<file path="src/rtl/core/tesp_pkg.sv">
// Shared types and constants of the terminal escape sequence parser.
`timescale 1ns / 1ps
`default_nettype none

package tesp_pkg;

   // Result actions.
   localparam logic [3:0] ACT_WRITE_CHAR  = 4'd0;
   localparam logic [3:0] ACT_MOVE_REL    = 4'd1;
   localparam logic [3:0] ACT_MOVE_ABS    = 4'd2;
   localparam logic [3:0] ACT_RESET_COLOR = 4'd3;
   localparam logic [3:0] ACT_FG          = 4'd4;
   localparam logic [3:0] ACT_BG          = 4'd5;
   localparam logic [3:0] ACT_REPORT_POS  = 4'd6;
   localparam logic [3:0] ACT_FULL_AREA   = 4'd7;
   localparam logic [3:0] ACT_SET_AREA    = 4'd8;
   localparam logic [3:0] ACT_SCROLL      = 4'd9;
   localparam logic [3:0] ACT_INPUT_MODE  = 4'd10;
   localparam logic [3:0] ACT_ECHO        = 4'd11;
   localparam logic [3:0] ACT_REPORT_SIZE = 4'd12;
   localparam logic [3:0] ACT_PROCESS     = 4'd13;

   // Bytes with a meaning of their own.
   localparam logic [7:0] CH_TAB      = 8'h09;
   localparam logic [7:0] CH_CR       = 8'h0D;
   localparam logic [7:0] CH_ESC      = 8'd27;
   localparam logic [7:0] CH_SPACE    = 8'h20;
   localparam logic [7:0] CH_ZERO     = 8'h30;
   localparam logic [7:0] CH_NINE     = 8'h39;
   localparam logic [7:0] CH_SEMI     = 8'h3B;
   localparam logic [7:0] CH_LBRACKET = 8'h5B;
   localparam logic [7:0] CH_LBRACE   = 8'h7B;

   // VT100 final bytes.
   localparam logic [7:0] VT_UP        = 8'h41;
   localparam logic [7:0] VT_DOWN      = 8'h42;
   localparam logic [7:0] VT_RIGHT     = 8'h43;
   localparam logic [7:0] VT_LEFT      = 8'h44;
   localparam logic [7:0] VT_SCROLL_UP = 8'h53;
   localparam logic [7:0] VT_SCROLL_DN = 8'h54;
   localparam logic [7:0] VT_POS       = 8'h66;
   localparam logic [7:0] VT_COLOR     = 8'h6D;
   localparam logic [7:0] VT_QUERY     = 8'h6E;
   localparam logic [7:0] VT_AREA      = 8'h72;

   // Private final bytes.
   localparam logic [7:0] PV_PROC = 8'h63;
   localparam logic [7:0] PV_ECHO = 8'h65;
   localparam logic [7:0] PV_SIZE = 8'h69;
   localparam logic [7:0] PV_MODE = 8'h6D;
   localparam logic [7:0] PV_PUTC = 8'h70;

   localparam logic [15:0] FG_BASE   = 16'd30;
   localparam logic [15:0] BG_BASE   = 16'd40;
   localparam logic [15:0] COLOR_END = 16'd50;
   localparam logic [15:0] QUERY_POS = 16'd6;
   localparam logic [2:0]  COLOR_WHITE = 3'd7;

   localparam int MAX_RESULTS = 8;
   localparam int EW          = $clog2(MAX_RESULTS);
   localparam int QUEUE_DEPTH = 2;

   // One command handed from the front to the back.
   typedef struct packed {
      logic               colour;     // expand the stored parameters of an 'm'
      logic [1:0]         rep;        // extra copies of a single result
      logic [3:0]         action;
      logic [7:0]         char_code;
      logic               highlight;
      logic signed [16:0] value_a;
      logic signed [16:0] value_b;
   } cmd_type;

endpackage

`default_nettype wire

</file>
<file path="src/rtl/core/tesp_front.sv">
// Front part: byte acceptance, sequence parsing and command classification.
`timescale 1ns / 1ps
`default_nettype none

module tesp_front import tesp_pkg::*; #(
   parameter int MAX_PARAMS = 8
) (
   input  wire logic                        clock,
   input  wire logic                        reset,
   input  wire logic                        accept,
   input  wire logic [7:0]                  byte_in,
   input  wire logic                        error_stream,
   output logic                             job_valid,
   output cmd_type                          job_cmd,
   output logic [MAX_PARAMS-1:0]            job_mask,
   output logic [MAX_PARAMS-1:0][15:0]      job_vals
);

   localparam int CW = $clog2(MAX_PARAMS + 2);

   localparam logic [1:0] ST_TEXT = 2'd0;
   localparam logic [1:0] ST_ESC  = 2'd1;
   localparam logic [1:0] ST_VT   = 2'd2;
   localparam logic [1:0] ST_PRIV = 2'd3;

   logic [1:0]                   state_ff, state_in;
   logic [CW-1:0]                count_ff, count_in;
   logic [MAX_PARAMS-1:0][15:0]  vals_ff, vals_in;

   logic [MAX_PARAMS-1:0]        mask;
   logic [15:0]                  p0, p1;
   logic [CW-1:0]                eff_count;
   logic [3:0]                   digit;
   logic                         is_digit;
   logic [19:0]                  prod;

   // Parameters that the colour command turns into results.
   always_comb begin
      for (int i = 0; i < MAX_PARAMS; i++) begin
         mask[i] = (CW'(i) < count_ff) &&
                   ((vals_ff[i] == 16'd0) ||
                    ((vals_ff[i] >= FG_BASE) && (vals_ff[i] < COLOR_END)));
      end
   end

   always_comb begin
      p0 = vals_ff[0];
      p1 = 16'd0;
      for (int i = 0; i < MAX_PARAMS; i++) begin
         if (i == 1) begin
            p1 = vals_ff[i];
         end
      end
   end

   assign is_digit  = (byte_in >= CH_ZERO) && (byte_in <= CH_NINE);
   assign digit     = 4'(byte_in - CH_ZERO);
   assign eff_count = (count_ff == '0) ? CW'(1) : count_ff;

   always_comb begin
      state_in  = state_ff;
      count_in  = count_ff;
      vals_in   = vals_ff;
      job_valid = 1'b0;
      job_cmd   = '0;
      prod      = '0;
      if (accept) begin
         unique case (state_ff) inside
            ST_TEXT: begin
               if (byte_in == CH_TAB) begin
                  job_valid         = 1'b1;
                  job_cmd.rep       = 2'd3;
                  job_cmd.char_code = CH_SPACE;
               end else if (byte_in == CH_ESC) begin
                  state_in = ST_ESC;
               end else if (byte_in != CH_CR) begin
                  job_valid         = 1'b1;
                  job_cmd.char_code = byte_in;
                  job_cmd.highlight = error_stream;
               end
            end
            ST_ESC: begin
               if (byte_in == CH_LBRACKET) begin
                  state_in = ST_VT;
               end else if (byte_in == CH_LBRACE) begin
                  state_in = ST_PRIV;
               end else begin
                  state_in = ST_TEXT;
               end
            end
            ST_VT, ST_PRIV: begin
               if (is_digit) begin
                  count_in = eff_count;
                  // Only the parameter being entered takes the digit; past the
                  // last stored parameter no lane matches.
                  for (int i = 0; i < MAX_PARAMS; i++) begin
                     prod = {1'b0, vals_ff[i], 3'b000} + {3'b000, vals_ff[i], 1'b0} +
                            {16'd0, digit};
                     if (eff_count == CW'(i + 1)) begin
                        vals_in[i] = (prod[19:16] != 4'd0) ? 16'hFFFF : prod[15:0];
                     end
                  end
               end else if (byte_in == CH_SEMI) begin
                  if (count_ff <= CW'(MAX_PARAMS)) begin
                     count_in = count_ff + CW'(1);
                  end
               end else begin
                  state_in  = ST_TEXT;
                  count_in  = '0;
                  vals_in   = '0;
                  job_valid = 1'b1;
                  if (state_ff == ST_VT) begin
                     unique case (byte_in)
                        VT_UP: begin
                           job_cmd.action  = ACT_MOVE_REL;
                           job_cmd.value_b = -$signed({1'b0, p0});
                        end
                        VT_DOWN: begin
                           job_cmd.action  = ACT_MOVE_REL;
                           job_cmd.value_b = $signed({1'b0, p0});
                        end
                        VT_RIGHT: begin
                           job_cmd.action  = ACT_MOVE_REL;
                           job_cmd.value_a = $signed({1'b0, p0});
                        end
                        VT_LEFT: begin
                           job_cmd.action  = ACT_MOVE_REL;
                           job_cmd.value_a = -$signed({1'b0, p0});
                        end
                        VT_COLOR: begin
                           job_cmd.colour = 1'b1;
                           job_valid      = (mask != '0);
                        end
                        VT_POS: begin
                           job_cmd.action  = ACT_MOVE_ABS;
                           job_cmd.value_a = $signed({1'b0, p0});
                           job_cmd.value_b = $signed({1'b0, p1});
                        end
                        VT_QUERY: begin
                           job_cmd.action = ACT_REPORT_POS;
                           job_valid      = (p0 == QUERY_POS);
                        end
                        VT_AREA: begin
                           if (count_ff == '0) begin
                              job_cmd.action = ACT_FULL_AREA;
                           end else begin
                              job_cmd.action  = ACT_SET_AREA;
                              job_cmd.value_a = $signed({1'b0, p0});
                              job_cmd.value_b = $signed({1'b0, p1});
                           end
                        end
                        VT_SCROLL_UP: begin
                           job_cmd.action  = ACT_SCROLL;
                           job_cmd.value_a = $signed({1'b0, p0});
                        end
                        VT_SCROLL_DN: begin
                           job_cmd.action  = ACT_SCROLL;
                           job_cmd.value_a = -$signed({1'b0, p0});
                        end
                        default: job_valid = 1'b0;
                     endcase
                  end else begin
                     unique case (byte_in)
                        PV_MODE: begin
                           job_cmd.action  = ACT_INPUT_MODE;
                           job_cmd.value_a = $signed({1'b0, p0});
                        end
                        PV_ECHO: begin
                           job_cmd.action  = ACT_ECHO;
                           job_cmd.value_a = (p0 == 16'd1) ? 17'sd1 : 17'sd0;
                        end
                        PV_SIZE: job_cmd.action = ACT_REPORT_SIZE;
                        PV_PUTC: begin
                           job_cmd.action    = ACT_WRITE_CHAR;
                           job_cmd.char_code = p0[7:0];
                        end
                        PV_PROC: begin
                           job_cmd.action  = ACT_PROCESS;
                           job_cmd.value_a = $signed({1'b0, p0});
                        end
                        default: job_valid = 1'b0;
                     endcase
                  end
               end
            end
            default: state_in = ST_TEXT;
         endcase
      end
   end

   assign job_mask = mask;
   assign job_vals = vals_ff;

   always_ff @(posedge clock) begin
      if (reset) begin
         state_ff <= ST_TEXT;
         count_ff <= '0;
         vals_ff  <= '0;
      end else begin
         state_ff <= state_in;
         count_ff <= count_in;
         vals_ff  <= vals_in;
      end
   end

endmodule

`default_nettype wire

</file>
<file path="src/rtl/core/tesp_queue.sv">
// Short command queue between the front and the back part.
`timescale 1ns / 1ps
`default_nettype none

module tesp_queue import tesp_pkg::*; #(
   parameter int WIDTH = 64
) (
   input  wire logic             clock,
   input  wire logic             reset,
   input  wire logic             push,
   input  wire logic [WIDTH-1:0] push_data,
   input  wire logic             pop,
   output logic [WIDTH-1:0]      head,
   output logic                  not_empty,
   output logic                  full
);

   localparam int PW = $clog2(QUEUE_DEPTH);
   localparam int NW = $clog2(QUEUE_DEPTH + 1);

   logic [QUEUE_DEPTH-1:0][WIDTH-1:0] data_ff;
   logic [PW-1:0]                     wr_ff, wr_in, rd_ff, rd_in;
   logic [NW-1:0]                     fill_ff, fill_in;

   assign head      = data_ff[rd_ff];
   assign not_empty = (fill_ff != '0);
   assign full      = (fill_ff == NW'(QUEUE_DEPTH));

   always_comb begin
      wr_in   = push ? ((wr_ff == PW'(QUEUE_DEPTH - 1)) ? '0 : wr_ff + PW'(1)) : wr_ff;
      rd_in   = pop  ? ((rd_ff == PW'(QUEUE_DEPTH - 1)) ? '0 : rd_ff + PW'(1)) : rd_ff;
      fill_in = fill_ff + NW'(push) - NW'(pop);
   end

   always_ff @(posedge clock) begin
      if (push) begin
         data_ff[wr_ff] <= push_data;
      end
   end

   always_ff @(posedge clock) begin
      if (reset) begin
         wr_ff   <= '0;
         rd_ff   <= '0;
         fill_ff <= '0;
      end else begin
         wr_ff   <= wr_in;
         rd_ff   <= rd_in;
         fill_ff <= fill_in;
      end
   end

endmodule

`default_nettype wire

</file>
<file path="src/rtl/core/tesp_back.sv">
// Back part: queued commands become results, one per cycle unless stalled.
`timescale 1ns / 1ps
`default_nettype none

module tesp_back import tesp_pkg::*; #(
   parameter int MAX_PARAMS = 8
) (
   input  wire logic                          clock,
   input  wire logic                          reset,
   input  wire logic                          head_valid,
   input  wire cmd_type                       head_cmd,
   input  wire logic [MAX_PARAMS-1:0]         head_mask,
   input  wire logic [MAX_PARAMS-1:0][15:0]   head_vals,
   output logic                               pop,
   output logic                               rsp_valid,
   input  wire logic                          rsp_stall,
   output logic [3:0]                         rsp_action,
   output logic [7:0]                         rsp_char_code,
   output logic                               rsp_highlight,
   output logic signed [16:0]                 rsp_value_a,
   output logic signed [16:0]                 rsp_value_b,
   output logic                               rsp_last
);

   logic                  load;
   logic [1:0]            rep_ff, rep_in;
   logic [MAX_PARAMS-1:0] done_ff, done_in;
   logic [EW-1:0]         emit_ff, emit_in;

   logic [MAX_PARAMS-1:0] live, pick, rest;
   logic [15:0]           sel_val, idx;
   logic [2:0]            color;
   logic                  last;

   logic                  valid_ff, valid_in;
   logic [3:0]            action_ff, action_in;
   logic [7:0]            char_ff, char_in;
   logic                  hl_ff, hl_in;
   logic signed [16:0]    a_ff, a_in, b_ff, b_in;
   logic                  last_ff, last_in;

   assign load = head_valid && (!valid_ff || !rsp_stall);

   // Lowest parameter of the colour command still to be handled.
   assign live = head_mask & ~done_ff;
   assign pick = live & (~live + MAX_PARAMS'(1));
   assign rest = live & ~pick;

   always_comb begin
      sel_val = '0;
      for (int i = 0; i < MAX_PARAMS; i++) begin
         sel_val = sel_val | (pick[i] ? head_vals[i] : 16'd0);
      end
   end

   assign idx   = (sel_val < BG_BASE) ? sel_val - FG_BASE : sel_val - BG_BASE;
   assign color = (idx[3:0] >= 4'd8) ? COLOR_WHITE : idx[2:0];

   always_comb begin
      if (head_cmd.colour) begin
         last = (rest == '0) || (emit_ff == EW'(MAX_RESULTS - 1));
      end else begin
         last = (rep_ff == head_cmd.rep);
      end
   end

   always_comb begin
      rep_in    = rep_ff;
      done_in   = done_ff;
      emit_in   = emit_ff;
      pop       = 1'b0;
      action_in = action_ff;
      char_in   = char_ff;
      hl_in     = hl_ff;
      a_in      = a_ff;
      b_in      = b_ff;
      last_in   = last_ff;
      valid_in  = valid_ff && rsp_stall;
      if (load) begin
         valid_in = 1'b1;
         last_in  = last;
         pop      = last;
         if (head_cmd.colour) begin
            char_in = 8'd0;
            hl_in   = 1'b0;
            b_in    = 17'sd0;
            if (sel_val == 16'd0) begin
               action_in = ACT_RESET_COLOR;
               a_in      = 17'sd0;
            end else begin
               action_in = (sel_val < BG_BASE) ? ACT_FG : ACT_BG;
               a_in      = $signed({14'd0, color});
            end
            done_in = last ? '0 : (done_ff | pick);
            emit_in = last ? '0 : emit_ff + EW'(1);
         end else begin
            action_in = head_cmd.action;
            char_in   = head_cmd.char_code;
            hl_in     = head_cmd.highlight;
            a_in      = head_cmd.value_a;
            b_in      = head_cmd.value_b;
            rep_in    = last ? 2'd0 : rep_ff + 2'd1;
         end
      end
   end

   always_ff @(posedge clock) begin
      action_ff <= action_in;
      char_ff   <= char_in;
      hl_ff     <= hl_in;
      a_ff      <= a_in;
      b_ff      <= b_in;
      last_ff   <= last_in;
   end

   always_ff @(posedge clock) begin
      if (reset) begin
         valid_ff <= 1'b0;
         rep_ff   <= '0;
         done_ff  <= '0;
         emit_ff  <= '0;
      end else begin
         valid_ff <= valid_in;
         rep_ff   <= rep_in;
         done_ff  <= done_in;
         emit_ff  <= emit_in;
      end
   end

   assign rsp_valid     = valid_ff;
   assign rsp_action    = action_ff;
   assign rsp_char_code = char_ff;
   assign rsp_highlight = hl_ff;
   assign rsp_value_a   = a_ff;
   assign rsp_value_b   = b_ff;
   assign rsp_last      = last_ff;

endmodule

`default_nettype wire

</file>
<file path="src/rtl/core/terminal_escape_sequence_parser.sv">
// Top level of the terminal escape sequence parser.
// The parser takes one output byte per cycle while req_stall is low and turns it into display
// commands on the rsp_ channel: a byte is classified in the cycle it is accepted and queued
// as at most one command, and the back part sends one result transfer per cycle while
// rsp_stall is low. A plain byte gives one result, a tab four, and an 'm' sequence one per
// stored colour parameter, at most eight, so bytes with at most one result flow at one byte
// per cycle, and a byte with more results holds the back part until all are sent. The first
// result passes the command queue and the result registers. The two-entry queue lets bytes
// without results (escape, digits, separators) keep coming while a longer command drains.
`timescale 1ns / 1ps
`default_nettype none

module terminal_escape_sequence_parser import tesp_pkg::*; #(
   parameter int MAX_PARAMS = 8
) (
   input  wire logic               clock,
   input  wire logic               reset,
   input  wire logic               req_valid,
   output logic                    req_stall,
   input  wire logic [7:0]         req_byte_in,
   input  wire logic               req_error_stream,
   output logic                    rsp_valid,
   input  wire logic               rsp_stall,
   output logic [3:0]              rsp_action,
   output logic [7:0]              rsp_char_code,
   output logic                    rsp_highlight,
   output logic signed [16:0]      rsp_value_a,
   output logic signed [16:0]      rsp_value_b,
   output logic                    rsp_last
);

   localparam int QW = $bits(cmd_type) + MAX_PARAMS + MAX_PARAMS * 16;

   logic                         accept;
   logic                         job_valid;
   cmd_type                      job_cmd, head_cmd;
   logic [MAX_PARAMS-1:0]        job_mask, head_mask;
   logic [MAX_PARAMS-1:0][15:0]  job_vals, head_vals;
   logic [QW-1:0]                head;
   logic                         q_not_empty, q_full, pop;

   assign req_stall = q_full;
   assign accept    = req_valid && !q_full;

   tesp_front #(.MAX_PARAMS(MAX_PARAMS)) u_front (
      .clock        (clock),
      .reset        (reset),
      .accept       (accept),
      .byte_in      (req_byte_in),
      .error_stream (req_error_stream),
      .job_valid    (job_valid),
      .job_cmd      (job_cmd),
      .job_mask     (job_mask),
      .job_vals     (job_vals)
   );

   tesp_queue #(.WIDTH(QW)) u_queue (
      .clock     (clock),
      .reset     (reset),
      .push      (job_valid),
      .push_data ({job_cmd, job_mask, job_vals}),
      .pop       (pop),
      .head      (head),
      .not_empty (q_not_empty),
      .full      (q_full)
   );

   assign {head_cmd, head_mask, head_vals} = head;

   tesp_back #(.MAX_PARAMS(MAX_PARAMS)) u_back (
      .clock         (clock),
      .reset         (reset),
      .head_valid    (q_not_empty),
      .head_cmd      (head_cmd),
      .head_mask     (head_mask),
      .head_vals     (head_vals),
      .pop           (pop),
      .rsp_valid     (rsp_valid),
      .rsp_stall     (rsp_stall),
      .rsp_action    (rsp_action),
      .rsp_char_code (rsp_char_code),
      .rsp_highlight (rsp_highlight),
      .rsp_value_a   (rsp_value_a),
      .rsp_value_b   (rsp_value_b),
      .rsp_last      (rsp_last)
   );

endmodule

`default_nettype wire

</file>
<file path="config.mk">
export PLATFORM = sky130hd
export DESIGN_NAME = terminal_escape_sequence_parser
export DESIGN_NICKNAME = d
export VERILOG_FILES = /design/src/rtl/core/tesp_pkg.sv /design/src/rtl/core/tesp_front.sv /design/src/rtl/core/tesp_queue.sv /design/src/rtl/core/tesp_back.sv /design/src/rtl/core/terminal_escape_sequence_parser.sv
export SDC_FILE = /design/constraint.sdc
export NUM_CORES = 1
export LEC_CHECK = 0
export BUFFER_PORTS_ARGS = -buffer_cell sky130_fd_sc_hd__buf_4
export CAP_MARGIN = 10
export CELL_PAD_IN_SITES_DETAIL_PLACEMENT = 1
export CELL_PAD_IN_SITES_GLOBAL_PLACEMENT = 2
export CORE_MARGIN = 2
export CORE_UTILIZATION = 47
export CTS_BUF_LIST = sky130_fd_sc_hd__clkbuf_8 sky130_fd_sc_hd__clkbuf_16
export CTS_CLUSTER_DIAMETER = 150
export DETAILED_ROUTE_END_ITERATION = 7
export MAX_ROUTING_LAYER = met4
export PLACE_DENSITY_LB_ADDON = 0.3
export SLEW_MARGIN = 20
export SYNTH_ARGS = -nofsm -noshare
export SYNTH_HDL_FRONTEND = slang
export SYNTH_SLANG_ARGS = --single-unit
</file>
<file path="constraint.sdc">
create_clock -name clock -period 22 [get_ports clock]
set_clock_uncertainty 0.05 [all_clocks]
set_input_delay 4.4 -clock clock [delete_from_list [all_inputs] [get_ports clock]]
set_output_delay 4.4 -clock clock [all_outputs]
set_load 0.02 [all_outputs]
</file>
==> summary.md <==
| Metric | Value |
|---|---|
| Status | `finished clean` |
| CTS Root Buffer Type | `clkbuf_16` |
| Layout cells sized above 1 | `0.09553` |
| Asr flop ratio synth | `0` |
| DR vias/cell | `6.103` |
| Initial DRT Pass Iterations | `5` |
| Combinational share of power | `0.205` |
| Largest net degree at the start of global routing | `77` |
| CP Data Required Time | `22,180 ps` |
| RePlAce Congestion | `0.8613` |
| Vias | `21,970` |
| CP Capture Type | `register` |
| Area fraction of the dominant cell type after synthesis | `0.4175` |
| FMAX | `0.1224 GHz` |
| Net count reported at finish | `2,992` |
| Fillers | `6,599` |
| Pwr dens | `89.29 nW/um^2` |
| Synth area leaders | `edfxtp_1, ha_1, dfxtp_1` |
| Yosys cell types | `99` |
| Setup bufs post-CTS | `0` |
| CP peak stage delay | `900 ps` |
| Final Max Slew Viols | `0` |
| Largest family of logic cells by synthesized area | `compound AO/OA/AOI/OAI gates` |
| Internal Power | `0.002096 W` |
| Starting Density | `0.4758` |
| TNS Setup | `0 ps` |
| GRT overflow | `0` |
| # IOs | `63` |
| Crit start category | `input pin` |
| RSZ-0062 raised after global routing | `false` |
| Global-route wire length before repair | `130,700 um` |
| Leading area contributor after synthesis | `edfxtp_1` |
| R2R Setup Slk | `17,070 ps` |
| Crit Path Max Fanout | `76` |
| Area share of fa/ha/maj cells after synthesis | `0.1192` |
| Syn-to-layout area delta | `10.95%` |
| Ys flop type | `edfxtp_1` |
| Antenna violations before repair | `0` |
| Crit path top cell by count | `buf_4` |
| Hold buffers post-CTS | `0` |
| Clock-pin slew on the worst setup and hold paths | `60 ps` |
| Mapped Area | `30,070 sq um` |
| Cells after Synth | `2,647` |
| PostCTS Resize Cnt | `0` |
| Compound-Gate Fraction of Synth Area | `0.1585` |
| Syn_nets | `2,936` |
| CP max-delay cell | `buf_4` |
| Measured slew at the worst slew-check pin | `1122 ps` |
| Final Cycle Share | `0.3713` |
| # clock sinks | `570` |
| Simple-gate share of the synthesized area | `0.1237` |
| Relative max-transition margin | `0.2492` |
| Worst R2R End | `u_queue.data_ff[30]$_DFFE_PP_` |
| Endpoints failing hold | `0` |
| CP arrival | `8350 ps` |
| Hold Path Sink | `u_back.emit_ff[1]$_SDFFE_PP0P_` |
| Worst vdd ir | `69.86 uV` |
| WL final | `82,320 um` |
| Clock power frac | `0.333` |
| Count leader, synth | `edfxtp_1` |
| Core ar. | `63,200 sq um` |
| Crit path cell chain | `buf_4 > inv_1 > nor4_1 > nand2_1 > nand2_1 > nor3_1 > o311ai_0 > o21ai_1 > nor2_4 > buf_4 > buf_4` |
| Vias in the first global route | `23,090` |
| Maxcap violations | `0` |
| Post-DRT Antenna Nets | `0` |
| I/O Buffers | `62` |
| XOR/XNOR share of the synthesized area | `0.02593` |
| Antenna Cells | `0` |
| Final setup fails | `0` |
| Drt drc | `0` |
| CP startpoint | `req_byte_in[0]` |
| Period minus WS final | `8169 ps` |
| Leakage | `13.72 nW` |
| Net Switching | `0.0008825 W` |
| Number of synthesized flops with an enable pin | `418` |
| Switching part of the total | `0.2963` |
| Max clock buf depth | `3` |
| Die Footprint | `66,010 sq um` |
| Post-Place Cells | `3,488` |
| Sequential element share of the synthesized area | `0.5187` |
| Syn avg cell area | `11.36 sq um` |
| Worst reg-to-reg path cell count | `11` |
| Die height | `256.9 um` |
| CTS Buf Count | `59` |
| Worst hold start | `u_back.emit_ff[1]$_SDFFE_PP0P_` |
| Hold Path Depth | `2` |
| # H-tree levels | `2` |
| Row Count | `92` |
| Part of the power in registers | `0.462` |
| Die W | `256.9 um` |
| GRT Overall Usage | `0.2561` |
| WS Path Type | `in2reg` |
| Worst-Skew Late Latency | `630 ps` |
| CTS tree | `done` |
| Post-detail-place hpwl | `59,100 um` |
| Most frequent cells after synthesis | `edfxtp_1, ha_1, nor2_1, nand2_1, a21oi_1` |
| Worst min-delay path class | `reg2reg` |
| R2R Path Start | `u_front.count_ff[3]$_SDFFE_PP0P_` |
| FF+latch count, synth | `570` |
| Multiplexer share of the synthesized area | `0.03117` |
| 1st-iter DRT viols | `1,567` |
| Wire per inst | `22.87 um` |
| Final Core Density | `0.5279` |
| Syn. warnings | `0` |
| Non-Filler Instances | `3,599` |
[power by group through the flow]
stage,clock network [W],registers (W),logic (W)
final,0.000992,0.00138,0.000611
after global routing,0.00105,0.00139,0.000654
after CTS,0.00101,0.00138,0.000612
after detailed placement,0,0.00140,0.000606
after global placement,0,0.00139,0.000587
after floorplan,0,0.00145,0.000365
[layout make-up]
type / instances / area, sq um / share of cell area
inverter: 73 / 274.0 / 0.008214
timing repair buffer: 90 / 675.6 / 0.02025
sequential: 570 / 15600 / 0.4676
clock inverter: 48 / 384.1 / 0.01151
multi-input combinational: 1909 / 13810 / 0.4141
tap: 846 / 1059 / 0.03173
clock buffer: 63 / 1554 / 0.04658
[per-stage QoR]
step | setup slack, ps | power (W) | hold WS (ps) | cell area [sq um]
after global routing | 13480 | 0.003089 | 437.5 | 33360
after detailed placement | 13190 | 0.002004 | 407.4 | 31420
after global placement | 13310 | 0.001975 | 391.7 | 31420
after CTS | 13850 | 0.002995 | 416.1 | 33360
after floorplan | 7685 | 0.001818 | 385.6 | 30070
final | 13830 | 0.002978 | 417.4 | 33360
[worst max-delay path, delay by kind of cell]
| kind | cells | cell delay, ps |
|---|---|---|
| AND/OR/NAND/NOR | 5 | 1380 |
| AO/OA/AOI/OAI | 2 | 420 |
| buffers and inverters | 4 | 2020 |
[routing by layer]
| metal | GRT usage | up-vias | routed length (um) |
|---|---|---|---|
| met5 | - | - | 0 |
| met2 | 0.4239 | 544 | 39820 |
| met1 | 0.3352 | 11020 | 36660 |
| met3 | 0.03004 | 134 | 3810 |
| li1 | - | 10270 | - |
| met4 | 0.06734 | 0 | 2033 |
[kinds of logic (layout without fill, tap and decap cells)]
kind of cell | Yosys count | count (layout)
buffers and inverters | 168 | 274
xor gates and xnor gates | 89 | 89
muxes | 88 | 88
AOI/OAI and AO/OA | 698 | 698
adders and majority gates | 277 | 277
DFF | 570 | 570
and+or+nand+nor | 757 | 757
[cell usage in the layout (no fill, tap or decap), types with 19 or more instances in the layout]
cell type  instances
edfxtp_1         418
ha_1             260
nor2_1           234
nand2_1          172
a21oi_1          152
dfxtp_1          151
o21ai_0          123
buf_4             90
inv_1             84
a22oi_1           80
nor3_1            70
mux2i_1           65
nor4_1            61
clkbuf_16         61
nand3_1           52
a21o_1            52
xnor2_1           47
a31oi_1           45
xor2_1            42
a211oi_1          34
nand2b_1          21
o31ai_1           20
nor2b_1           20
mux2_2            19
and3_1            19
[how the worst max path moves through the flow]
| stage | to | depth (start not counted) |
|---|---|---|
| 4_1_cts | u_queue.data_ff[95]$_DFFE_PP_ | 11 |
| 2_1_floorplan | u_queue.data_ff[0]$_DFFE_PP_ | 9 |
| 3_3_place_gp | u_queue.data_ff[62]$_DFFE_PP_ | 11 |
| 5_1_grt | u_queue.data_ff[94]$_DFFE_PP_ | 11 |
| 6_report | u_queue.data_ff[30]$_DFFE_PP_ | 11 |
| 3_5_place_dp | u_queue.data_ff[95]$_DFFE_PP_ | 11 |
[sequential cells by signal, summed over array words and instances, names as in the netlist, 8 cells and up]
register,flops
u_back.rsp_value_b,17
u_back.rsp_value_a,17
u_queue.data_ff,370
u_front.job_vals,96
u_back.done_ff,8
u_back.rsp_char_code,8
u_front.p1,16
u_front.p0,16
No activity file was read; power rests on OpenSTA's default activity.
